<file path="src/rtl/lkvc_pkg.sv">
// Package for the LRU key-value cache: default sizes, the configuration register
// layout, access codes and the command control struct.
// No dependencies.
package lkvc_pkg;

	localparam int unsigned LKVC_ENTRIES     = 16;
	localparam int unsigned LKVC_KEY_WIDTH   = 16;
	localparam int unsigned LKVC_VALUE_WIDTH = 32;

	// Command queue between the front and the back.
	localparam int unsigned LKVC_QUEUE_DEPTH = 2;

	// Capacity register.
	localparam int unsigned CAP_WIDTH = 5;
	localparam logic [CAP_WIDTH-1:0] CAP_RESET = 5'd16;

	// Access codes carried on the mode field.
	localparam logic MODE_GET = 1'b0;
	localparam logic MODE_PUT = 1'b1;

	// What the back has to do with one classified access.
	typedef struct packed {
		logic rd_en;    // get that hit: read the stored value
		logic wr_en;    // put: write the value into the slot
		logic hit;
		logic evicted;
	} lkvc_ctrl_t;

endpackage

</file>
<file path="src/rtl/lkvc_front.sv">
// Front of the LRU key-value cache: takes access beats, matches the key against
// the tag store, keeps recency ranks and entry count, and issues commands.
// Depends on lkvc_pkg.
module lkvc_front
	import lkvc_pkg::*;
#(
	parameter int unsigned ENTRIES     = LKVC_ENTRIES,
	parameter int unsigned KEY_WIDTH   = LKVC_KEY_WIDTH,
	parameter int unsigned VALUE_WIDTH = LKVC_VALUE_WIDTH,
	localparam int unsigned SW = $clog2(ENTRIES),
	localparam int unsigned CW = $clog2(ENTRIES + 1)
) (
	input  logic                   clk,
	input  logic                   arst_n,
	input  logic                   cfg_write_en,
	input  logic [CAP_WIDTH-1:0]   cfg_write_data,
	input  logic                   in_valid,
	output logic                   in_ready,
	input  logic                   mode,
	input  logic [KEY_WIDTH-1:0]   key,
	input  logic [VALUE_WIDTH-1:0] value,
	output logic                   cmd_valid,
	input  logic                   cmd_ready,
	output lkvc_ctrl_t             cmd_ctrl,
	output logic [SW-1:0]          cmd_slot,
	output logic [KEY_WIDTH-1:0]   cmd_evicted_key,
	output logic [VALUE_WIDTH-1:0] cmd_value
);

	localparam int unsigned CMPW = (CW > CAP_WIDTH) ? CW : CAP_WIDTH;

	logic [CAP_WIDTH-1:0] capacity_q;
	logic [ENTRIES-1:0]   valid_q;
	logic [KEY_WIDTH-1:0] keys_q [ENTRIES];
	logic [SW-1:0]        rank_q [ENTRIES];
	logic [CW-1:0]        count_q;

	logic                 accept;
	logic                 hit_found;
	logic [SW-1:0]        hit_slot;
	logic [SW-1:0]        hit_rank;
	logic [SW-1:0]        victim_slot;
	logic [SW-1:0]        free_slot;
	logic [SW-1:0]        lru_rank;
	logic [CMPW-1:0]      cap_ext;
	logic [CMPW-1:0]      eff_cap;
	logic                 full;
	logic                 is_put;
	logic                 insert;
	logic                 evict;
	logic                 touch;
	logic [SW-1:0]        slot;

	assign accept    = in_valid && cmd_ready;
	assign in_ready  = cmd_ready;
	assign cmd_valid = in_valid;

	// The least recent valid entry always holds rank count-1.
	assign lru_rank = SW'(count_q - CW'(1));

	always_comb begin
		hit_found   = 1'b0;
		hit_slot    = '0;
		victim_slot = '0;
		free_slot   = '0;
		for (int i = ENTRIES - 1; i >= 0; i--) begin
			if (valid_q[i] && keys_q[i] == key) begin
				hit_found = 1'b1;
				hit_slot  = SW'(i);
			end
			if (valid_q[i] && rank_q[i] == lru_rank) begin
				victim_slot = SW'(i);
			end
			if (!valid_q[i]) begin
				free_slot = SW'(i);
			end
		end
	end

	always_comb begin
		cap_ext = CMPW'(capacity_q);
		if (cap_ext == '0) begin
			eff_cap = CMPW'(1);
		end else if (cap_ext > CMPW'(ENTRIES)) begin
			eff_cap = CMPW'(ENTRIES);
		end else begin
			eff_cap = cap_ext;
		end
	end

	assign full     = CMPW'(count_q) >= eff_cap;
	assign hit_rank = rank_q[hit_slot];
	assign is_put   = (mode == MODE_PUT);
	assign insert   = is_put && !hit_found;
	assign evict    = insert && full;
	assign touch    = accept && (hit_found || insert);
	assign slot     = hit_found ? hit_slot : (full ? victim_slot : free_slot);

	always_comb begin
		cmd_ctrl.rd_en   = !is_put && hit_found;
		cmd_ctrl.wr_en   = is_put;
		cmd_ctrl.hit     = hit_found;
		cmd_ctrl.evicted = evict;
	end

	assign cmd_slot        = slot;
	assign cmd_evicted_key = evict ? keys_q[victim_slot] : '0;
	assign cmd_value       = value;

	always_ff @(posedge clk or negedge arst_n) begin
		if (!arst_n) begin
			capacity_q <= CAP_RESET;
			valid_q    <= '0;
			count_q    <= '0;
			for (int i = 0; i < ENTRIES; i++) begin
				rank_q[i] <= '0;
			end
		end else begin
			if (cfg_write_en) begin
				capacity_q <= cfg_write_data;
			end
			if (touch) begin
				// A hit ages only the entries newer than it; an insert ages all others.
				for (int i = 0; i < ENTRIES; i++) begin
					if (SW'(i) == slot) begin
						rank_q[i] <= '0;
					end else if (valid_q[i] && (insert || rank_q[i] < hit_rank)) begin
						rank_q[i] <= rank_q[i] + SW'(1);
					end
				end
			end
			if (accept && insert) begin
				valid_q[slot] <= 1'b1;
				if (!full) begin
					count_q <= count_q + CW'(1);
				end
			end
		end
	end

	always_ff @(posedge clk) begin
		if (accept && insert) begin
			keys_q[slot] <= key;
		end
	end

endmodule

</file>
<file path="src/rtl/lkvc_queue.sv">
// Command queue of the LRU key-value cache: a small FIFO that lets the front
// and the back stall independently.
// Depends on lkvc_pkg.
module lkvc_queue
	import lkvc_pkg::*;
#(
	parameter int unsigned WIDTH = 8,
	parameter int unsigned DEPTH = LKVC_QUEUE_DEPTH,
	localparam int unsigned PW = (DEPTH > 1) ? $clog2(DEPTH) : 1,
	localparam int unsigned NW = $clog2(DEPTH + 1)
) (
	input  logic             clk,
	input  logic             arst_n,
	input  logic             in_valid,
	output logic             in_ready,
	input  logic [WIDTH-1:0] in_data,
	output logic             out_valid,
	input  logic             out_ready,
	output logic [WIDTH-1:0] out_data
);

	logic [WIDTH-1:0] data_q [DEPTH];
	logic [PW-1:0]    wr_ptr_q;
	logic [PW-1:0]    rd_ptr_q;
	logic [NW-1:0]    fill_q;
	logic             push;
	logic             pop;

	assign in_ready  = (fill_q != NW'(DEPTH));
	assign out_valid = (fill_q != '0);
	assign out_data  = data_q[rd_ptr_q];
	assign push      = in_valid && in_ready;
	assign pop       = out_valid && out_ready;

	always_ff @(posedge clk or negedge arst_n) begin
		if (!arst_n) begin
			wr_ptr_q <= '0;
			rd_ptr_q <= '0;
			fill_q   <= '0;
		end else begin
			if (push) begin
				wr_ptr_q <= (wr_ptr_q == PW'(DEPTH - 1)) ? '0 : wr_ptr_q + PW'(1);
			end
			if (pop) begin
				rd_ptr_q <= (rd_ptr_q == PW'(DEPTH - 1)) ? '0 : rd_ptr_q + PW'(1);
			end
			if (push && !pop) begin
				fill_q <= fill_q + NW'(1);
			end else if (pop && !push) begin
				fill_q <= fill_q - NW'(1);
			end
		end
	end

	always_ff @(posedge clk) begin
		if (push) begin
			data_q[wr_ptr_q] <= in_data;
		end
	end

endmodule

</file>
<file path="src/rtl/lkvc_back.sv">
// Back of the LRU key-value cache: owns the value memory, carries out the reads
// and writes of each command and holds the result register.
// Depends on lkvc_pkg.
module lkvc_back
	import lkvc_pkg::*;
#(
	parameter int unsigned ENTRIES     = LKVC_ENTRIES,
	parameter int unsigned KEY_WIDTH   = LKVC_KEY_WIDTH,
	parameter int unsigned VALUE_WIDTH = LKVC_VALUE_WIDTH,
	localparam int unsigned SW = $clog2(ENTRIES)
) (
	input  logic                   clk,
	input  logic                   arst_n,
	input  logic                   cmd_valid,
	output logic                   cmd_ready,
	input  lkvc_ctrl_t             cmd_ctrl,
	input  logic [SW-1:0]          cmd_slot,
	input  logic [KEY_WIDTH-1:0]   cmd_evicted_key,
	input  logic [VALUE_WIDTH-1:0] cmd_value,
	output logic                   out_valid,
	input  logic                   out_ready,
	output logic                   hit,
	output logic [VALUE_WIDTH-1:0] read_value,
	output logic                   evicted,
	output logic [KEY_WIDTH-1:0]   evicted_key
);

	logic [VALUE_WIDTH-1:0] mem [ENTRIES];

	logic                   valid_s1;
	lkvc_ctrl_t             ctrl_s1;
	logic [KEY_WIDTH-1:0]   evk_s1;
	logic [VALUE_WIDTH-1:0] rdata_s1;

	logic                   out_valid_q;
	logic                   hit_q;
	logic [VALUE_WIDTH-1:0] read_value_q;
	logic                   evicted_q;
	logic [KEY_WIDTH-1:0]   evicted_key_q;

	logic                   adv_s1;
	logic                   pop;

	assign adv_s1    = valid_s1 && (!out_valid_q || out_ready);
	assign cmd_ready = !valid_s1 || adv_s1;
	assign pop       = cmd_valid && cmd_ready;

	always_ff @(posedge clk or negedge arst_n) begin
		if (!arst_n) begin
			valid_s1    <= 1'b0;
			out_valid_q <= 1'b0;
		end else begin
			if (pop) begin
				valid_s1 <= 1'b1;
			end else if (adv_s1) begin
				valid_s1 <= 1'b0;
			end
			if (adv_s1) begin
				out_valid_q <= 1'b1;
			end else if (out_ready) begin
				out_valid_q <= 1'b0;
			end
		end
	end

	// Commands leave the queue in order, so a read always sees earlier writes.
	always_ff @(posedge clk) begin
		if (pop && cmd_ctrl.wr_en) begin
			mem[cmd_slot] <= cmd_value;
		end
		if (pop && cmd_ctrl.rd_en) begin
			rdata_s1 <= mem[cmd_slot];
		end
	end

	always_ff @(posedge clk) begin
		if (pop) begin
			ctrl_s1 <= cmd_ctrl;
			evk_s1  <= cmd_evicted_key;
		end
		if (adv_s1) begin
			hit_q         <= ctrl_s1.hit;
			read_value_q  <= ctrl_s1.rd_en ? rdata_s1 : '0;
			evicted_q     <= ctrl_s1.evicted;
			evicted_key_q <= evk_s1;
		end
	end

	assign out_valid   = out_valid_q;
	assign hit         = hit_q;
	assign read_value  = read_value_q;
	assign evicted     = evicted_q;
	assign evicted_key = evicted_key_q;

endmodule

</file>
<file path="src/rtl/lru_key_value_cache_core.sv">
// Top level of the LRU key-value cache: front, command queue and back.
// Depends on lkvc_pkg, lkvc_front, lkvc_queue and lkvc_back.
//
//   channel   handshake               payload
//   -------   ---------------------   ----------------------------------------
//   in        in_valid / in_ready     mode, key, value
//   out       out_valid / out_ready   hit, read_value, evicted, evicted_key
//   cfg       cfg_write_en            cfg_write_data (capacity_in_use)
//
// One access beat is taken per cycle while in_ready is high; the tag match and rank update
// in the front sets that figure. A result beat passes through the queue, the value
// memory read and the result register on its way out.
// Reset clears valid bits, ranks, count and queue; keys and values are not reset.
// A stalled result fills the back and then the queue before in_ready falls.
module lru_key_value_cache_core
	import lkvc_pkg::*;
#(
	parameter int unsigned ENTRIES     = LKVC_ENTRIES,
	parameter int unsigned KEY_WIDTH   = LKVC_KEY_WIDTH,
	parameter int unsigned VALUE_WIDTH = LKVC_VALUE_WIDTH
) (
	input  logic                   clk,
	input  logic                   arst_n,
	input  logic                   cfg_write_en,
	input  logic [CAP_WIDTH-1:0]   cfg_write_data,
	input  logic                   in_valid,
	output logic                   in_ready,
	input  logic                   mode,
	input  logic [KEY_WIDTH-1:0]   key,
	input  logic [VALUE_WIDTH-1:0] value,
	output logic                   out_valid,
	input  logic                   out_ready,
	output logic                   hit,
	output logic [VALUE_WIDTH-1:0] read_value,
	output logic                   evicted,
	output logic [KEY_WIDTH-1:0]   evicted_key
);

	localparam int unsigned SW = $clog2(ENTRIES);
	localparam int unsigned CTW = $bits(lkvc_ctrl_t);
	localparam int unsigned QW = CTW + SW + KEY_WIDTH + VALUE_WIDTH;

	logic                   f_valid;
	logic                   f_ready;
	lkvc_ctrl_t             f_ctrl;
	logic [SW-1:0]          f_slot;
	logic [KEY_WIDTH-1:0]   f_evk;
	logic [VALUE_WIDTH-1:0] f_value;

	logic                   b_valid;
	logic                   b_ready;
	logic [QW-1:0]          b_data;
	lkvc_ctrl_t             b_ctrl;
	logic [SW-1:0]          b_slot;
	logic [KEY_WIDTH-1:0]   b_evk;
	logic [VALUE_WIDTH-1:0] b_value;

	lkvc_front #(
		.ENTRIES    (ENTRIES),
		.KEY_WIDTH  (KEY_WIDTH),
		.VALUE_WIDTH(VALUE_WIDTH)
	) u_front (
		.clk            (clk),
		.arst_n         (arst_n),
		.cfg_write_en   (cfg_write_en),
		.cfg_write_data (cfg_write_data),
		.in_valid       (in_valid),
		.in_ready       (in_ready),
		.mode           (mode),
		.key            (key),
		.value          (value),
		.cmd_valid      (f_valid),
		.cmd_ready      (f_ready),
		.cmd_ctrl       (f_ctrl),
		.cmd_slot       (f_slot),
		.cmd_evicted_key(f_evk),
		.cmd_value      (f_value)
	);

	lkvc_queue #(
		.WIDTH(QW),
		.DEPTH(LKVC_QUEUE_DEPTH)
	) u_queue (
		.clk      (clk),
		.arst_n   (arst_n),
		.in_valid (f_valid),
		.in_ready (f_ready),
		.in_data  ({f_ctrl, f_slot, f_evk, f_value}),
		.out_valid(b_valid),
		.out_ready(b_ready),
		.out_data (b_data)
	);

	assign b_ctrl  = lkvc_ctrl_t'(b_data[QW-1 -: CTW]);
	assign b_slot  = b_data[KEY_WIDTH + VALUE_WIDTH +: SW];
	assign b_evk   = b_data[VALUE_WIDTH +: KEY_WIDTH];
	assign b_value = b_data[VALUE_WIDTH-1:0];

	lkvc_back #(
		.ENTRIES    (ENTRIES),
		.KEY_WIDTH  (KEY_WIDTH),
		.VALUE_WIDTH(VALUE_WIDTH)
	) u_back (
		.clk            (clk),
		.arst_n         (arst_n),
		.cmd_valid      (b_valid),
		.cmd_ready      (b_ready),
		.cmd_ctrl       (b_ctrl),
		.cmd_slot       (b_slot),
		.cmd_evicted_key(b_evk),
		.cmd_value      (b_value),
		.out_valid      (out_valid),
		.out_ready      (out_ready),
		.hit            (hit),
		.read_value     (read_value),
		.evicted        (evicted),
		.evicted_key    (evicted_key)
	);

endmodule

</file>
<file path="config.mk">
export PLATFORM = sky130hd
export DESIGN_NAME = lru_key_value_cache_core
export DESIGN_NICKNAME = d
export VERILOG_FILES = /design/src/rtl/lkvc_pkg.sv /design/src/rtl/lkvc_front.sv /design/src/rtl/lkvc_queue.sv /design/src/rtl/lkvc_back.sv /design/src/rtl/lru_key_value_cache_core.sv
export SDC_FILE = /design/constraint.sdc
export NUM_CORES = 2
export LEC_CHECK = 0
export ABC_CLOCK_PERIOD_IN_PS = 8300
export BUFFER_PORTS_ARGS = -buffer_cell sky130_fd_sc_hd__buf_2
export CAP_MARGIN = 10
export CORE_ASPECT_RATIO = 0.9
export CORE_MARGIN = 2
export CORE_UTILIZATION = 35
export CTS_CLUSTER_DIAMETER = 80
export DETAILED_ROUTE_END_ITERATION = 12
export HOLD_SLACK_MARGIN = 0.1
export PLACE_DENSITY = 0.55
export SKIP_LAST_GASP = 1
export SLEW_MARGIN = 40
export SYNTH_ARGS = -nofsm -noshare
export SYNTH_HDL_FRONTEND = slang
export SYNTH_SLANG_ARGS = --single-unit
</file>
<file path="constraint.sdc">
create_clock -name clk -period 8.3 [get_ports clk]
set_input_delay 0.83 -clock clk [delete_from_list [all_inputs] [get_ports clk]]
set_output_delay 0.83 -clock clk [all_outputs]
set_load 0.03 [all_outputs]
</file>
==> run summary <==
slowest stage cell, crit path -> buf_2
Gate power share -> 50.7%
Synth Cell Area -> 0.0514 sq mm
GRT overflow -> 0
unique cell type count in the Yosys netlist -> 113
Starting DRT DRC Count -> 2902
count of final hold-check violations -> 0
H-tree depth -> 3
switching share of power -> 43.0%
first-pass GRT wire length -> 214000 microns
TritonCTS clock tree -> built
RR Endpoint -> u_front.rank_q[63]
post-route ant nets -> 0
port bufs -> 110
clock latency at the later pin of the worst-skew pair -> 770 ps
fin cells -> 5845
FF-to-FF setup slack -> 2150 ps
P per Cell Area -> 460 mW/mm^2
Syn Area/Cell -> 14.0 sq um
clk sink count -> 1077
Max Fanout on Critical Path -> 28
synthesized net count -> 3799
routed len/inst -> 24.9 microns
Flop pwr share -> 30.5%
RD Place Congestion -> 0.929
final wirelength -> 146000 microns
top_reg_cell synth -> edfxtp_1
Overall Power -> 26.7 mW
critical path data arrival time -> 7060 ps
fillers -> 13687
Max Slew Vio Count -> 0
CP Cell Sequence -> buf_2, xor2_1, nor4b_1, or4bb_1, o211ai_1, o311ai_2, a211oi_2, or2_1, mux2_2, nor2_1, a21oi_1, mux2i_1, mux2_2, ha_1, a21o_1, a21o_1, a31oi_1, o21ai_0, or3_1, nand2_1, nand2_1, a32o_1
Max VDD drop -> 0.000609 V
Yosys Warn Count -> 0
outcome -> complete, no violations
Vias/cell -> 5.43
clock skew -> 43.3 ps
Clock Power Share -> 18.8%
max cap viols -> 0
Die Wd -> 408 microns
die height -> 367 microns
Required @ worst endpoint -> 8920 ps
clock-pin slew on the worst setup and hold paths -> 70 ps
FP Rows -> 133
initial antenna violation count -> 8
relative slew slack -> 41.2%
First-pass DRT Iterations -> 5
EDFF count, synth -> 981
Final Critical Period -> 6440 ps
CTS root buf -> clkbuf_16
CP top delay family -> simple AND/OR/NAND/NOR gates
vias in the first global route -> 31620
CORE AREA -> 0.146 sq mm
register area share after synthesis -> 62.0%
via count -> 31729
placed insts -> 5630
largest net degree at the start of global routing -> 77
setup bufs post-CTS -> 0
Final #Nets -> 3922
ys async rst share -> 8.91%
I/O Pins -> 111
internal power -> 15.2 mW
delay of the slowest critical-path stage -> 630 ps
reg2reg path depth -> 20
RSZ-0062 raised after global routing -> no
hold slack -> 139 ps
cts bufs inserted -> 114
DRC Markers -> 0
Startpoint Class -> input port
crit path from -> key[8]
share of cells above drive strength 1 -> 17.4%
switching power -> 11.5 mW
starting density of the core -> 35.2%
Yosys reg bits -> 1077
leakage power -> 20.1 nW
area grow syn2layout -> 13.0%
All-Layer GR Usage -> 19.1%
Max Clk Rate -> 155 MHz
die footprint -> 0.150 sq mm
Setup-failing EPs final -> 0
Worst Max-Slew Pin Slew -> 860 ps
Syn Inst Count -> 3668
Tcrit/Tclk final -> 77.6%
hold_buf cts -> 0
CP Class -> input port to flop
Bufs and invs on worst path -> 1
type of the most critical hold path -> input port to async pin
critical path endpoint category -> flop
Setup TNS Final -> 0 ps
CTS resizes -> 0
DP HPWL -> 94300 microns
clock buffer depth -> 3
Worst R2R Start -> u_front.valid_q[13]
==> how the worst max path moves through the flow <==
stage | depth (start not counted) | end | slack [ps]
4_1_cts | 22 | u_front.rank_q[63] | 1930
3_5_place_dp | 22 | u_front.rank_q[63] | 1150
6_report | 22 | u_front.rank_q[63] | 1860
5_1_grt | 22 | u_front.rank_q[63] | 1530
3_3_place_gp | 20 | u_front.rank_q[2] | 1160
2_1_floorplan | 21 | u_front.rank_q[2] | 2050
==> Yosys cell counts (12+ instances only) <==
cell      number  share of area, %
mux2i_1       81               1.6
mux4_2       140               6.1
and4_1        19              0.32
buf_2         16              0.16
nor4_1        55              0.67
nand2b_1      31              0.38
o21ai_0       62              0.60
xnor3_1       23               1.0
mux2_2        62               1.4
xor2_1       159               2.7
a21oi_1       60              0.58
a32o_1        12              0.23
nand4_1       68              0.83
buf_1         27              0.20
a31oi_1       84               1.0
nand3_1       50              0.49
o31a_1        12              0.20
nand2_1      495               3.6
buf_4         17              0.25
edfxtp_1     981                57
a211o_1       18              0.31
a211oi_1      58              0.85
buf_6         26              0.57
dfrtp_1       95               4.6
or2_2         22              0.27
a21o_1        24              0.35
o31ai_1       19              0.28
xnor2_1      146               2.5
clkbuf_1     107              0.78
o211ai_1      34              0.50
nor2_1       184               1.3
inv_1         44              0.32
ha_1          72               1.8
nor3_1        55              0.54
and2_1        95               1.2
==> power groups by stage <==
stage          registers, mW  clock network, mW  logic (mW)
2_1_floorplan           8.10                  0        8.92
3_3_place_gp            8.22                  0        13.4
3_5_place_dp            8.23                  0        13.5
4_1_cts                 8.12               5.15        13.5
5_1_grt                 8.21               5.34        14.6
6_report                8.12               5.03        13.5
==> per-layer routing <==
metal  vias up  GRT usage (%)  wire length, microns
li1      14235              -                     -
met1     16296           26.3                 64300
met2       954           31.4                 69800
met3       244           2.76                  7320
met4         0           5.24                  4160
met5         -              0                     0
==> registers in the layout, indices dropped and copies added, names as in the netlist <==
register,cells
u_front.keys_q,256
u_queue.fill_q,2
u_back.out_valid,1
u_back.hit,1
u_back.evicted,1
u_front.rank_q,64
u_queue.rd_ptr_q,1
u_front.valid_q,16
u_back.rdata_s1,32
u_front.cap_ext,5
u_back.evk_s1,16
u_queue.wr_ptr_q,1
u_queue.data_q,112
u_front.count_q,5
u_back.evicted_key,16
u_back.mem,512
u_back.valid_s1,1
u_back.ctrl_s1,3
u_back.read_value,32
==> cell type report <==
cell class	count	area, sq um	area share, %
clock buffers	144	2970	5.11
repair buffers	210	1410	2.43
well taps	1957	2450	4.22
clock inverters	68	706	1.22
flip-flops and latches	1077	31900	54.9
inverters	44	165	0.285
multi-input cells	2344	18500	31.8
diodes	1	2.50	0.00431
==> kinds of logic after synthesis <==
group	share of synthesized area, %
and+or+nand+nor	11.5
xor gates and xnor gates	6.44
muxes	9.12
adders and majority gates	1.75
AOI/OAI and AO/OA	6.59
DFF	62.0
buffers and inverters	2.56
==> layout by cell type (no fill, tap or decap), types with 24 or more instances in the layout <==
cell and instances:
mux2i_1 79, ha_1 72, clkbuf_1 30, o211ai_1 34, dfrtp_1 94, inv_1 43
o21ai_0 59, a21o_1 24, nor3_1 51, nand2_1 493, nor2_1 167, nand2b_1 31
and2_1 93, nand4_1 68, a31oi_1 84, clkbuf_16 114, mux4_2 140, clkinv_1 28
mux2_2 60, buf_4 90, a211oi_1 58, nand3_1 50, xor2_1 159, nor4_1 52
edfxtp_1 981, a21oi_1 59, xnor2_1 146, buf_2 107
==> through the flow <==
stage | utilization, % | setup WS (ps) | area (sq um)
CTS | 39.7 | 1930 | 58000
global placement | 37.1 | 1160 | 54200
finish | 39.8 | 1860 | 58000
global route | 39.8 | 1530 | 58000
detailed placement | 37.2 | 1150 | 54300
floorplan | - | 2050 | 51400
Note: power is estimated with default switching activity, not from simulation.
